File: config.mk
export PLATFORM = sky130hd
export DESIGN_NAME = case_digit_variant_generator
export DESIGN_NICKNAME = d
export VERILOG_FILES = /design/src/rtl/cvg_pkg.sv /design/src/rtl/cvg_cell.sv /design/src/rtl/case_digit_variant_generator.sv
export SDC_FILE = /design/constraint.sdc
export NUM_CORES = 1
export LEC_CHECK = 0
export ABC_AREA = 1
export BUFFER_PORTS_ARGS = -buffer_cell sky130_fd_sc_hd__buf_2
export CAP_MARGIN = 20
export CORE_MARGIN = 4
export CORE_UTILIZATION = 60
export CTS_BUF_LIST = sky130_fd_sc_hd__clkbuf_4 sky130_fd_sc_hd__clkbuf_8 sky130_fd_sc_hd__clkbuf_16
export CTS_CLUSTER_DIAMETER = 60
export DETAILED_ROUTE_END_ITERATION = 8
export PLACE_DENSITY = 0.8
export SLEW_MARGIN = 5
export SYNTH_ARGS = -nofsm -noshare
export SYNTH_HDL_FRONTEND = slang
export SYNTH_SLANG_ARGS = --single-unit
File: constraint.sdc
create_clock -name clk -period 8.07 [get_ports clk]
set_input_delay 1.614 -clock clk [delete_from_list [all_inputs] [get_ports clk]]
set_output_delay 1.614 -clock clk [all_outputs]
set_load 0.005 [all_outputs]
File: src/rtl/cvg_pkg.sv
`default_nettype none
package cvg_pkg;

	localparam int MAX_LEN = 8;
	localparam int LEN_W = 4;
	localparam int CAND_W = 64;
	localparam int COUNT_W = 27;
	localparam int DIGIT_W = 4;

	localparam logic [7:0] DIGIT_BELOW = 8'd47;
	localparam logic [7:0] DIGIT_ABOVE = 8'd58;
	localparam logic [7:0] LOWER_BELOW = 8'd96;
	localparam logic [7:0] LOWER_ABOVE = 8'd123;
	localparam logic [7:0] UPPER_BELOW = 8'd64;
	localparam logic [7:0] UPPER_ABOVE = 8'd91;
	localparam logic [7:0] CASE_GAP = 8'd32;
	localparam logic [7:0] DIGIT_ZERO = 8'd48;

	typedef enum logic [1:0] {
		OP_CLEAR  = 2'd0,
		OP_APPEND = 2'd1,
		OP_NEXT   = 2'd2
	} op_t;

	localparam logic [1:0] CFG_EXCL_DIGITS = 2'd0;
	localparam logic [1:0] CFG_EXCL_LETTERS = 2'd1;

	// shared controls for the whole row of cells
	typedef struct packed {
		logic clear_odo;
		logic step;
		logic excl_digits;
		logic excl_letters;
	} cell_ctrl_t;

	function automatic logic is_digit(input logic [7:0] c);
		return (c > DIGIT_BELOW) && (c < DIGIT_ABOVE);
	endfunction

	function automatic logic is_lower(input logic [7:0] c);
		return (c > LOWER_BELOW) && (c < LOWER_ABOVE);
	endfunction

	function automatic logic is_upper(input logic [7:0] c);
		return (c > UPPER_BELOW) && (c < UPPER_ABOVE);
	endfunction

	function automatic logic [DIGIT_W-1:0] opt_count(input logic [7:0] c, input logic xd,
			input logic xl);
		logic [DIGIT_W-1:0] n;
		n = 4'd1;
		if (is_digit(c)) begin
			n = xd ? 4'd1 : 4'd10;
		end else if (is_lower(c) || is_upper(c)) begin
			n = xl ? 4'd1 : 4'd2;
		end
		return n;
	endfunction

	function automatic logic [7:0] opt_byte(input logic [7:0] c, input logic [DIGIT_W-1:0] idx,
			input logic xd, input logic xl);
		logic [7:0] b;
		b = c;
		if (is_digit(c)) begin
			if (!xd) begin
				b = DIGIT_ZERO + {4'd0, idx};
			end
		end else if (!xl) begin
			if (is_lower(c)) begin
				b = (idx != '0) ? c - CASE_GAP : c;
			end else if (is_upper(c)) begin
				b = (idx != '0) ? c : c + CASE_GAP;
			end
		end
		return b;
	endfunction

	function automatic logic [COUNT_W-1:0] pow10(input logic [LEN_W-1:0] e);
		logic [COUNT_W-1:0] p;
		case (e)
			4'd0: p = 27'd1;
			4'd1: p = 27'd10;
			4'd2: p = 27'd100;
			4'd3: p = 27'd1000;
			4'd4: p = 27'd10000;
			4'd5: p = 27'd100000;
			4'd6: p = 27'd1000000;
			4'd7: p = 27'd10000000;
			4'd8: p = 27'd100000000;
			default: p = 27'd1;
		endcase
		return p;
	endfunction

endpackage
`default_nettype wire

File: src/rtl/cvg_cell.sv
`default_nettype none
module cvg_cell (
	input  wire logic                         clk,
	input  wire logic                         arst_n,
	input  wire cvg_pkg::cell_ctrl_t          ctrl,
	input  wire logic                         active,
	input  wire logic                         active_next,
	input  wire logic                         load,
	input  wire logic [7:0]                   char_in,
	input  wire logic                         carry_in,
	output logic                              carry_out,
	output logic [7:0]                        opt_out,
	output logic                              at_last,
	output logic                              digit_opt,
	output logic                              letter_opt
);
	import cvg_pkg::*;

	logic [7:0]         byte_q;
	logic [DIGIT_W-1:0] digit_q;
	logic [DIGIT_W-1:0] digit_d;
	logic [DIGIT_W-1:0] n;
	logic [DIGIT_W-1:0] idx;
	logic [7:0]         nb;

	always_comb begin
		n = opt_count(byte_q, ctrl.excl_digits, ctrl.excl_letters);
		idx = (digit_q >= n) ? '0 : digit_q;
		opt_out = opt_byte(byte_q, idx, ctrl.excl_digits, ctrl.excl_letters);
		at_last = (digit_q == n - 4'd1);
		digit_d = digit_q;
		carry_out = carry_in;
		if (active) begin
			carry_out = 1'b0;
			if (carry_in) begin
				// wrap also when a stale digit sits at or above the count
				if ({1'b0, digit_q} + 5'd1 < {1'b0, n}) begin
					digit_d = digit_q + 4'd1;
				end else begin
					digit_d = '0;
					carry_out = 1'b1;
				end
			end
		end
		nb = load ? char_in : byte_q;
		digit_opt = active_next && is_digit(nb) && !ctrl.excl_digits;
		letter_opt = active_next && (is_lower(nb) || is_upper(nb)) && !ctrl.excl_letters;
	end

	always_ff @(posedge clk) begin
		if (load) begin
			byte_q <= char_in;
		end
	end

	always_ff @(posedge clk or negedge arst_n) begin
		if (!arst_n) begin
			digit_q <= '0;
		end else if (ctrl.clear_odo) begin
			digit_q <= '0;
		end else if (ctrl.step) begin
			digit_q <= digit_d;
		end
	end

endmodule
`default_nettype wire

File: src/rtl/case_digit_variant_generator.sv
// The result of an accepted input beat is captured in the output register.
// One beat per cycle is taken while the held result is taken or absent; the odometer
// carry ripples combinationally through all cells.
// Reset (arst_n low, asynchronous): empty word, odometer at the first variant,
// both exclude bits clear, no result pending.
`default_nettype none
module case_digit_variant_generator (
	input  wire logic                            clk,
	input  wire logic                            arst_n,
	input  wire logic                            in_valid,
	output logic                                 in_ready,
	input  wire logic [1:0]                      opcode,
	input  wire logic [7:0]                      char_in,
	output logic                                 out_valid,
	input  wire logic                            out_ready,
	output logic [cvg_pkg::CAND_W-1:0]           candidate,
	output logic [cvg_pkg::LEN_W-1:0]            word_length,
	output logic [cvg_pkg::COUNT_W-1:0]          total_count,
	output logic                                 is_last,
	output logic                                 overflow,
	input  wire logic                            cfg_valid,
	output logic                                 cfg_ready,
	input  wire logic [1:0]                      cfg_index,
	input  wire logic                            cfg_data
);
	import cvg_pkg::*;

	logic               excl_digits_q;
	logic               excl_letters_q;
	logic [LEN_W-1:0]   length_q;
	logic [LEN_W-1:0]   length_d;
	logic               out_valid_q;
	logic [CAND_W-1:0]  candidate_q;
	logic [LEN_W-1:0]   word_length_q;
	logic [COUNT_W-1:0] total_count_q;
	logic               is_last_q;
	logic               overflow_q;

	logic               acc;
	logic               full;
	logic               do_append;
	logic               do_next;
	logic               ovf_d;
	logic               last_d;
	logic [CAND_W-1:0]  cand_d;
	logic [COUNT_W-1:0] total_d;
	logic [LEN_W-1:0]   n_digits;
	logic [LEN_W-1:0]   n_letters;
	cell_ctrl_t         ctrl;

	logic [MAX_LEN:0]   carry;
	logic [7:0]         opt [MAX_LEN];
	logic [MAX_LEN-1:0] at_last;
	logic [MAX_LEN-1:0] dig_opt;
	logic [MAX_LEN-1:0] let_opt;
	logic [MAX_LEN-1:0] active;
	logic [MAX_LEN-1:0] active_next;
	logic [MAX_LEN-1:0] load;

	assign cfg_ready = 1'b1;
	assign in_ready = !out_valid_q || out_ready;
	assign acc = in_valid && in_ready;
	assign full = (length_q >= LEN_W'(MAX_LEN));

	always_comb begin
		do_append = 1'b0;
		do_next = 1'b0;
		ovf_d = 1'b0;
		length_d = length_q;
		ctrl.clear_odo = 1'b0;
		case (op_t'(opcode))
			OP_CLEAR: begin
				length_d = '0;
				ctrl.clear_odo = acc;
			end
			OP_APPEND: begin
				if (full) begin
					ovf_d = 1'b1;
				end else begin
					do_append = 1'b1;
					length_d = length_q + 4'd1;
					ctrl.clear_odo = acc;
				end
			end
			OP_NEXT: begin
				do_next = 1'b1;
			end
			default: begin
			end
		endcase
		ctrl.step = acc && do_next;
		ctrl.excl_digits = excl_digits_q;
		ctrl.excl_letters = excl_letters_q;
	end

	assign carry[MAX_LEN] = do_next;

	genvar gi;
	generate
		for (gi = 0; gi < MAX_LEN; gi++) begin : g_cell
			assign active[gi] = (LEN_W'(gi) < length_q);
			assign active_next[gi] = (LEN_W'(gi) < length_d);
			assign load[gi] = acc && do_append && (LEN_W'(gi) == length_q);

			cvg_cell u_cell (
				.clk        (clk),
				.arst_n     (arst_n),
				.ctrl       (ctrl),
				.active     (active[gi]),
				.active_next(active_next[gi]),
				.load       (load[gi]),
				.char_in    (char_in),
				.carry_in   (carry[gi+1]),
				.carry_out  (carry[gi]),
				.opt_out    (opt[gi]),
				.at_last    (at_last[gi]),
				.digit_opt  (dig_opt[gi]),
				.letter_opt (let_opt[gi])
			);
		end
	endgenerate

	always_comb begin
		cand_d = '0;
		last_d = do_next;
		for (int i = 0; i < MAX_LEN; i++) begin
			if (do_next && active[i]) begin
				cand_d[i*8 +: 8] = opt[i];
				if (!at_last[i]) begin
					last_d = 1'b0;
				end
			end
		end
		n_digits = LEN_W'($countones(dig_opt));
		n_letters = LEN_W'($countones(let_opt));
		// every varying digit gives a factor of ten, every letter a factor of two
		total_d = pow10(n_digits) << n_letters;
	end

	always_ff @(posedge clk or negedge arst_n) begin
		if (!arst_n) begin
			excl_digits_q <= 1'b0;
			excl_letters_q <= 1'b0;
		end else if (cfg_valid && cfg_ready) begin
			case (cfg_index)
				CFG_EXCL_DIGITS: excl_digits_q <= cfg_data;
				CFG_EXCL_LETTERS: excl_letters_q <= cfg_data;
				default: begin
				end
			endcase
		end
	end

	always_ff @(posedge clk or negedge arst_n) begin
		if (!arst_n) begin
			length_q <= '0;
			out_valid_q <= 1'b0;
		end else begin
			if (acc) begin
				length_q <= length_d;
				out_valid_q <= 1'b1;
			end else if (out_ready) begin
				out_valid_q <= 1'b0;
			end
		end
	end

	// hold the result until the beat is taken
	always_ff @(posedge clk) begin
		if (acc) begin
			candidate_q <= cand_d;
			word_length_q <= length_d;
			total_count_q <= total_d;
			is_last_q <= last_d;
			overflow_q <= ovf_d;
		end
	end

	assign out_valid = out_valid_q;
	assign candidate = candidate_q;
	assign word_length = word_length_q;
	assign total_count = total_count_q;
	assign is_last = is_last_q;
	assign overflow = overflow_q;

endmodule
`default_nettype wire

==> impl_metrics.env, run 1 <==
export IMPL_outcome="completed"
export IMPL_routed_wl_um=35300
export IMPL_synth_edf_count=97
export IMPL_port_buffers=116
export IMPL_syn_area_mm2=0.0134
export IMPL_yosysSeqAreaShare_pct=38.6
export IMPL_drive_gt1_share_pct=11.6
export IMPL_gp_congestion=0.974
export IMPL_clock_latency_ps=450
export IMPL_fin_crit_ps=7140
export IMPL_route_detailed_drc=0
export IMPL_endpoint_kind="flip-flop"
export IMPL_dp_hpwl_um=26000
export IMPL_ir_drop_mv=0.175
export IMPL_pre_cts_ws_ps=601
export IMPL_grt_overflow=0
export IMPL_dp_cells=2141
export IMPL_num_vias=12600
export IMPL_min_period_over_period_pct=88.5
export IMPL_clock_path_buffers=2
export IMPL_post_cts_resized=0
export IMPL_dieWidth_um=157
export IMPL_synth_cells=1778
export IMPL_drt_iter0_markers=1369
export IMPL_critical_path_max_fanout=16
export IMPL_crit_buf_inv=6
export IMPL_ys_types=55
export IMPL_grt_antenna_before_repair=1
export IMPL_n_antenna_cell=0
export IMPL_tightest_slew_ps=965
export IMPL_post_drt_wl_per_cell_um=16.2
export IMPL_r2r_slack_ps=1550
export IMPL_dpl_cell_area_mm2=0.0142
export IMPL_core_area_mm2=0.0219
export IMPL_die_area_mm2=0.0248
export IMPL_yosysWarnings=0
export IMPL_synth_seq_cells=200
export IMPL_async_flop_share_pct=19.5
export IMPL_start_kind="input pin"
export IMPL_crit_required_ps=8250
export IMPL_final_hold_viol_count=0
export IMPL_grt_pass1_wl_um=57700
export IMPL_stdcell_area_mm2=0.0148
export IMPL_cpMostUsedCell="nand2_1"
export IMPL_setup_tns_ps=0
export IMPL_fin_skew_ps=16.8
export IMPL_num_io_pins=118
export IMPL_dieHeight_um=157
export IMPL_cts_max_level=4
export IMPL_start_util_pct=61.1
export IMPL_grt_setup_unrepaired="false"
export IMPL_clk_pin_slew_ps=70
export IMPL_rows=54
export IMPL_cp_slowest_stage_delay_ps=640
export IMPL_slowest_stage="fa_1"
export IMPL_drv_cap=0
export IMPL_ys_flop_type="edfxtp_1"
export IMPL_ant_nets=0
export IMPL_slew_viol_final=0
export IMPL_dr_pass1_iters=6
export IMPL_cts_buffers=17
export IMPL_via_per_inst=5.78
export IMPL_fin_nets=2000
export IMPL_cts_sinks=200
export IMPL_tritoncts="yes"
export IMPL_clockRootBuffer="clkbuf_16"
export IMPL_leakage_uw=0.00691
export IMPL_grt_max_degree=70
export IMPL_fin_ws_ps=930
export IMPL_max_freq_ghz=0.140
export IMPL_max_slew_margin_pct=35.7
export IMPL_power_density_mw_per_mm2=293
export IMPL_postCtsHoldBufs=0
export IMPL_stdcell_count=2174
export IMPL_critical_path_top_delay_family="simple AND/OR/NAND/NOR gates"
export IMPL_criticalPathCategory="in2reg"
export IMPL_postSynthAreaPerCell_um2=7.53
export IMPL_area_delta_synth_final_pct=10.5
export IMPL_p_total_uw=4330
export IMPL_fillCellCount=1878
export IMPL_worstPathArrival_ps=7320
export IMPL_grt_usage_pct=28.8
export IMPL_hold_path_class="reg2reg"
export IMPL_setup_viol=0
export IMPL_postCtsSetupRepairBufs=0
export IMPL_grt_pass1_vias=11800
export IMPL_syn_nets=1897
-- logic make-up (layout without fill, tap and decap cells) --
logic type | after synthesis | count (layout) | synth area share (%)
flops | 200 | 200 | 38.6
xor+xnor | 20 | 20 | 1.31
buf+inv | 287 | 403 | 8.60
compound gates | 354 | 354 | 14.7
mux | 1 | 1 | 0.0748
other cells | 1 | 1 | 0.0280
fa+ha+maj | 101 | 101 | 9.89
simple gates | 814 | 814 | 26.8
-- power by group --
| group | total [µW] | leakage (µW) | internal (µW) | switching, µW |
|---|---|---|---|---|
| clock | 909 | 0.000302 | 508 | 401 |
| combinational | 1910 | 0.00460 | 652 | 1260 |
| sequential | 1510 | 0.00201 | 1290 | 216 |
-- area by class of cell --
cell class	count	area, µm²	area share [%]
multi-input cells	1291	7070	47.8
flip-flops and latches	200	5170	35.0
inverters	246	926	6.26
repair buffers	125	661	4.47
clock buffers	22	463	3.13
well taps	280	350	2.37
clock inverters	10	146	0.990
-- path summary, 6_finish.rpt --
kind,startpoint,end,cells after the start
setup / recovery,out_ready,total_count[15],29
setup reg to reg,length_q[3],total_count[15],27
hold / removal,g_cell[2].u_cell.byte_q[2],g_cell[2].u_cell.byte_q[2],2
max in group asynchronous,arst_n,length_q[0],2
hold reg to reg,g_cell[2].u_cell.byte_q[2],g_cell[2].u_cell.byte_q[2],2
min in group asynchronous,arst_n,g_cell[4].u_cell.digit_q[2],1
-- synth_stat cells, types with 5 or more instances --
master / instances / area, µm²
o22ai_1: 6 / 37.5
nand4_1: 28 / 175
fa_1: 8 / 160
buf_6: 8 / 90.1
inv_1: 236 / 886
nor2_1: 182 / 683
dfrtp_1: 39 / 976
nor3_2: 5 / 50.1
nand2_1: 391 / 1470
a211oi_1: 8 / 60.1
o21ai_2: 11 / 96.3
o21ai_1: 36 / 180
ha_1: 93 / 1160
clkbuf_1: 19 / 71.3
nand3_1: 126 / 631
o21ai_0: 133 / 666
edfxtp_1: 97 / 2910
nand3b_1: 6 / 45.0
dfxtp_1: 64 / 1280
buf_2: 8 / 40.0
buf_1: 5 / 18.8
nor3_1: 40 / 200
o211ai_1: 19 / 143
or2_2: 13 / 81.3
inv_2: 8 / 30.0
xor2_1: 11 / 96.3
xnor2_1: 9 / 78.8
a21oi_1: 114 / 571
-- stage by stage --
step | hold slack, ps | util [%]
6_report | 522 | 67.5
5_1_grt | 537 | 67.5
4_1_cts | 514 | 67.4
3_5_place_dp | 504 | 64.7
3_3_place_gp | 504 | 64.7
2_1_floorplan | 458 | -
-- layout by cell type, fill, tap and decap left out, drive strengths merged, types with 2 or more instances in the layout --
| cell type | count |
|---|---|
| bufinv | 3 |
| xnor2 | 9 |
| inv | 245 |
| a31o | 4 |
| o211ai | 19 |
| ha | 93 |
| nor4 | 3 |
| a31oi | 4 |
| a21oi | 115 |
| o21bai | 2 |
| xor2 | 11 |
| nand2 | 399 |
| dfxtp | 64 |
| fa | 8 |
| nor3 | 45 |
| o2111ai | 2 |
| clkinv | 8 |
| edfxtp | 97 |
| o21a | 4 |
| buf | 125 |
| dfrtp | 39 |
| o41ai | 3 |
| o22ai | 6 |
| a211oi | 9 |
| o21ai | 180 |
| or2 | 13 |
| nand3 | 130 |
| clkbuf | 22 |
| nand4 | 29 |
| a21boi | 3 |
| nand3b | 6 |
| nor2 | 187 |
-- routing by layer --
metal | part of all wire (%) | track usage, % | vias to the layer above | routed length (µm)
met5 | 0.037 | 0 | - | 13
met4 | 2.6 | 9.38 | 2 | 908
met3 | 9.1 | 5.66 | 87 | 3210
met2 | 46 | 46.7 | 547 | 16200
met1 | 42 | 39.2 | 5795 | 15000
li1 | - | - | 6142 | -
-- state kept, by name (all words and copies together) (netlist names), 4 cells and up --
| signal | count |
|---|---|
| g_cell.u_cell.digit_q | 32 |
| candidate | 64 |
| word_length | 4 |
| length_q | 4 |
| total_count | 27 |
| g_cell.u_cell.byte_q | 64 |
-- worst reg2reg max path, stage by stage, from the launching register on --
cell     delay [ps]
dfrtp_1         500
inv_2           230
nand2_2         150
nor2_1          390
nand3_4         230
o21ai_0         270
inv_1            90
nor2_1          120
nor2_1           70
nor3_1          290
fa_1            470
inv_1            90
fa_1            390
inv_1            90
fa_1            410
ha_1            240
fa_1            640
inv_1           130
ha_1            230
nand3_1         290
nand2_1         150
nand2_1         110
nand2_1          70
nand2_1          50
o21ai_0          90
or2_2           310
nand3_1          90
nand2_1          80
Power figures use the tool's default switching activity.
==> run 2: changes to the inputs <==
--- a/config.mk
+++ b/config.mk
@@ -10,7 +10,7 @@
 export CAP_MARGIN = 20
 export CORE_MARGIN = 4
 export CORE_UTILIZATION = 60
-export CTS_BUF_LIST = sky130_fd_sc_hd__clkbuf_4 sky130_fd_sc_hd__clkbuf_8 sky130_fd_sc_hd__clkbuf_16
+export CTS_BUF_LIST = sky130_fd_sc_hd__clkbuf_8
 export CTS_CLUSTER_DIAMETER = 60
 export DETAILED_ROUTE_END_ITERATION = 8
 export PLACE_DENSITY = 0.8
==> impl_metrics.env, run 2 (synthesis results as in run 1) <==
export IMPL_worstPathArrival_ps=7270
export IMPL_hold_path_class="reg2reg"
export IMPL_reg2reg_from="length_q[3]"
export IMPL_grt_pass1_wl_um=57200
export IMPL_tightest_slew_ps=933
export IMPL_dr_pass1_iters=6
export IMPL_port_buffers=116
export IMPL_drive_gt1_share_pct=11.3
export IMPL_num_vias=12500
export IMPL_grt_antenna_before_repair=1
export IMPL_grt_max_degree=70
export IMPL_fin_skew_ps=23.9
export IMPL_dp_hpwl_um=26000
export IMPL_clockRootBuffer="clkbuf_8"
export IMPL_ant_nets=0
export IMPL_clock_path_buffers=2
export IMPL_crit_required_ps=8310
export IMPL_dieWidth_um=157
export IMPL_ir_drop_mv=0.137
export IMPL_n_antenna_cell=0
export IMPL_area_delta_synth_final_pct=8.88
export IMPL_stdcell_area_mm2=0.0146
export IMPL_slowest_stage="fa_1"
export IMPL_fin_nets=2000
export IMPL_r2r_end="total_count[15]"
export IMPL_rows=54
export IMPL_start_kind="input pin"
export IMPL_drt_iter0_markers=1310
export IMPL_cts_buffers=17
export IMPL_core_area_mm2=0.0219
export IMPL_tritoncts="yes"
export IMPL_post_cts_resized=0
export IMPL_num_io_pins=118
export IMPL_routed_wl_um=35000
export IMPL_post_drt_wl_per_cell_um=16.1
export IMPL_postCtsSetupRepairBufs=0
export IMPL_endpoint_kind="flip-flop"
export IMPL_min_period_over_period_pct=87.2
export IMPL_gp_congestion=0.974
export IMPL_drv_cap=0
export IMPL_final_cell_mix="nand2_1 (391), inv_1 (241), nor2_1 (182)"
export IMPL_final_hold_viol_count=0
export IMPL_power_density_mw_per_mm2=280
export IMPL_slew_viol_final=0
export IMPL_fillCellCount=1900
export IMPL_r2r_slack_ps=1600
export IMPL_route_detailed_drc=0
export IMPL_grt_overflow=0
export IMPL_clk_pin_slew_ps=100
export IMPL_max_slew_margin_pct=37.8
export IMPL_critical_path_max_fanout=16
export IMPL_dieHeight_um=157
export IMPL_reg2regPathDepth=27
export IMPL_setup_tns_ps=0
export IMPL_die_area_mm2=0.0248
export IMPL_fin_crit_ps=7040
export IMPL_min_to="g_cell[6].u_cell.byte_q[1]"
export IMPL_max_freq_ghz=0.142
export IMPL_via_per_inst=5.73
export IMPL_layout_commonest_cell="nand2_1"
export IMPL_holdPathStages=2
export IMPL_leakage_uw=0.00683
export IMPL_outcome="completed"
export IMPL_grt_setup_unrepaired="false"
export IMPL_postCtsHoldBufs=0
export IMPL_grt_usage_pct=28.6
export IMPL_min_delay_start="g_cell[6].u_cell.byte_q[1]"
export IMPL_cts_max_level=4
export IMPL_grt_pass1_vias=11700
export IMPL_setup_viol=0
export IMPL_start_util_pct=61.1
export IMPL_cts_sinks=200
export IMPL_clock_latency_ps=490
export IMPL_criticalPathCategory="in2reg"
export IMPL_cpMostUsedCell="nand2_1"
export IMPL_cp_slowest_stage_delay_ps=640
export IMPL_dpl_cell_area_mm2=0.0142
-- run 2: power by group --
| group | internal, µW | switching [µW] | leakage, µW |
|---|---|---|---|
| combinational | 651 | 1250 | 0.00460 |
| sequential | 1290 | 216 | 0.00201 |
| clock | 304 | 370 | 0.000218 |
| total | 2250 | 1840 | 0.00683 |
-- run 2: worst max-delay path by stage --
stage                      end  depth (start not counted)       from
2_1_floorplan  total_count[26]                         26  out_ready
3_3_place_gp   total_count[15]                         29  out_ready
3_5_place_dp   total_count[16]                         27  out_ready
4_1_cts        total_count[15]                         29  out_ready
5_1_grt        total_count[16]                         27  out_ready
6_report       total_count[15]                         29  out_ready
-- run 2: worst max-delay path: cells and delay by family --
kind / cells / cell delay (ps)
buffers and inverters: 6 / 500
adder cells (fa/ha/maj): 6 / 2370
AO/OA/AOI/OAI: 2 / 360
AND/OR/NAND/NOR: 15 / 2410
-- run 2: layer usage --
metal  part of all wire (%)  GRT usage (%)
met1                     43           39.3
met2                     46           45.8
met3                    8.6           5.61
met4                    2.4           9.38
met5                  0.037              0
-- run 2: cell type report --
class                   instances  area (µm²)  share of cell area (%)
clock inverters                15         165                    1.13
inverters                     246         926                    6.35
flip-flops and latches        200        5170                    35.5
clock buffers                  17         234                    1.61
repair buffers                125         661                    4.53
multi-input cells            1291        7070                    48.5
well taps                     280         350                    2.40
-- run 2: metrics by stage --
stage / hold slack [ps] / std cells / util (%) / power [µW] / worst slack, ps
after CTS: 522 / 2173 / 66.5 / 4060 / 1090
after detailed placement: 504 / 2141 / 64.7 / 3390 / 601
after global routing: 537 / 2174 / 66.6 / 4450 / 586
after global placement: 504 / 2141 / 64.7 / 3320 / 679
after floorplan: 458 / 1778 / - / 2880 / 1250
final: 523 / 2174 / 66.6 / 4080 / 1030
==> run 3: changes to the inputs <==
--- a/config.mk
+++ b/config.mk
@@ -8,7 +8,7 @@
 export ABC_AREA = 1
 export BUFFER_PORTS_ARGS = -buffer_cell sky130_fd_sc_hd__buf_2
 export CAP_MARGIN = 20
-export CORE_MARGIN = 4
+export CORE_MARGIN = 1
 export CORE_UTILIZATION = 60
 export CTS_BUF_LIST = sky130_fd_sc_hd__clkbuf_8
 export CTS_CLUSTER_DIAMETER = 60
==> impl_metrics.env, run 3 (synthesis results as in run 1) <==
export IMPL_postCtsHoldBufs=0
export IMPL_cts_sinks=200
export IMPL_dp_hpwl_um=25600
export IMPL_cts_buffers=17
export IMPL_pwr_share_clk_pct=16.4
export IMPL_postCtsSetupRepairBufs=0
export IMPL_worstPathArrival_ps=7420
export IMPL_post_drt_wl_per_cell_um=16.0
export IMPL_comb_power_share_pct=46.7
export IMPL_hold_path_class="reg2reg"
export IMPL_setup_viol=0
export IMPL_min_delay_start="g_cell[6].u_cell.byte_q[1]"
export IMPL_area_delta_synth_final_pct=8.72
export IMPL_num_io_pins=118
export IMPL_criticalPathCategory="in2reg"
export IMPL_drt_iter0_markers=1200
export IMPL_endpoint_kind="flip-flop"
export IMPL_fin_ws_ps=880
export IMPL_post_cts_resized=0
export IMPL_start_kind="input pin"
export IMPL_final_cell_mix="nand2_1 (391), inv_1 (236), nor2_1 (182)"
export IMPL_slew_viol_final=0
export IMPL_outcome="completed"
export IMPL_swShare_pct=45.2
export IMPL_ant_nets=0
export IMPL_clock_path_buffers=2
export IMPL_fin_nets=1998
export IMPL_stdcell_count=2173
export IMPL_min_to="g_cell[6].u_cell.byte_q[1]"
export IMPL_grt_max_degree=70
export IMPL_final_hold_viol_count=0
export IMPL_num_vias=12500
export IMPL_cpMostUsedCell="nand2_1"
export IMPL_drive_gt1_share_pct=11.5
export IMPL_clk_pin_slew_ps=100
export IMPL_core_area_mm2=0.0218
export IMPL_drv_cap=0
export IMPL_min_period_over_period_pct=89.1
export IMPL_reg2reg_from="length_q[3]"
export IMPL_power_density_mw_per_mm2=280
export IMPL_grt_antenna_before_repair=1
export IMPL_p_switching_uw=1840
export IMPL_start_util_pct=61.3
export IMPL_max_slew_margin_pct=30.8
export IMPL_critical_path_max_fanout=16
export IMPL_fin_skew_ps=13.5
export IMPL_rows=54
export IMPL_r2r_slack_ps=1440
export IMPL_ir_drop_mv=0.140
export IMPL_via_per_inst=5.77
export IMPL_dr_pass1_iters=5
export IMPL_fillCellCount=1874
export IMPL_route_detailed_drc=0
export IMPL_routed_wl_um=34700
export IMPL_crit_required_ps=8300
export IMPL_clockRootBuffer="clkbuf_8"
export IMPL_leakage_uw=0.00680
export IMPL_p_int_uw=2240
export IMPL_setup_tns_ps=0
export IMPL_cp_slowest_stage_delay_ps=660
export IMPL_seq_power_share_pct=36.9
export IMPL_fin_crit_ps=7190
export IMPL_layout_commonest_cell="nand2_1"
export IMPL_max_freq_ghz=0.139
export IMPL_dieWidth_um=151
export IMPL_port_buffers=116
export IMPL_grt_usage_pct=31.1
export IMPL_grt_setup_unrepaired="false"
export IMPL_slowest_stage="fa_1"
export IMPL_grt_pass1_wl_um=55700
export IMPL_holdPathStages=2
export IMPL_tritoncts="yes"
export IMPL_reg2regPathDepth=27
export IMPL_die_area_mm2=0.0229
export IMPL_dieHeight_um=151
export IMPL_grt_pass1_vias=11500
export IMPL_clock_latency_ps=480
export IMPL_cts_max_level=4
export IMPL_r2r_end="total_count[19]"
export IMPL_pre_cts_ws_ps=481
export IMPL_dp_cells=2140
export IMPL_grt_overflow=0
export IMPL_tightest_slew_ps=1040
export IMPL_gp_congestion=0.976
-- run 3: cell types whose count changed in the layout (fill, tap and decap cells not counted), sizes merged --
cell,delta
bufinv,-1
clkinv,-2
clkinvlp,+2
diode,+1
inv,-1
clkbuf,+2
buf,-2
-- run 3: power groups by stage --
stage	clock (µW)	sequential (µW)	combinational, µW
3_3_place_gp	0	1510	1790
2_1_floorplan	0	1460	1420
3_5_place_dp	0	1520	1860
6_report	670	1510	1900
5_1_grt	715	1530	2180
4_1_cts	677	1500	1880
-- run 3: metal layers --
layer  part of all wire, %  routed length [µm]  global-route usage [%]  vias to the layer above
met5                     0                   0                       0                        -
met4                   2.2                 765                    10.5                        0
met3                   7.5                2590                    4.88                       71
met2                    46               16100                    50.3                      545
met1                    44               15300                    42.3                     5758
li1                      -                   -                       -                     6154
-- run 3: final cells by class --
cell class                 count  area [µm²]  share of cell area (%)
clock buffer                  19         262                    1.80
sequential                   200        5170                    35.5
multi-input combinational   1291        7070                    48.6
antenna                        1        2.50                  0.0172
clock inverter                13         141                   0.972
inverter                     246         926                    6.36
timing repair buffer         123         633                    4.35
tap                          280         350                    2.41
-- run 3: worst max path at each step --
stage / from / to / slack, ps / cells past startpoint
finish: out_ready / total_count[19] / 880 / 29
global route: out_ready / total_count[25] / 460 / 26
CTS: out_ready / total_count[19] / 940 / 29
detailed placement: out_ready / total_count[19] / 480 / 29
global placement: out_ready / total_count[19] / 660 / 29
floorplan: out_ready / total_count[26] / 1250 / 26
-- run 3: per-stage QoR --
step           power, µW  util, %  cell area [µm²]  hold slack (ps)
2_1_floorplan       2880        -            13400              458
3_3_place_gp        3300     64.8            14100              499
3_5_place_dp        3380     64.8            14100              493
4_1_cts             4050     66.7            14600              516
5_1_grt             4420     66.7            14600              538
6_report            4080     66.7            14600              514
-- run 3: critical path: cells and delay by family --
family | cells | cell delay [ps]
AO/OA/AOI/OAI | 3 | 460
adder cells (fa/ha/maj) | 6 | 2440
buffers and inverters | 6 | 500
AND/OR/NAND/NOR | 14 | 2410
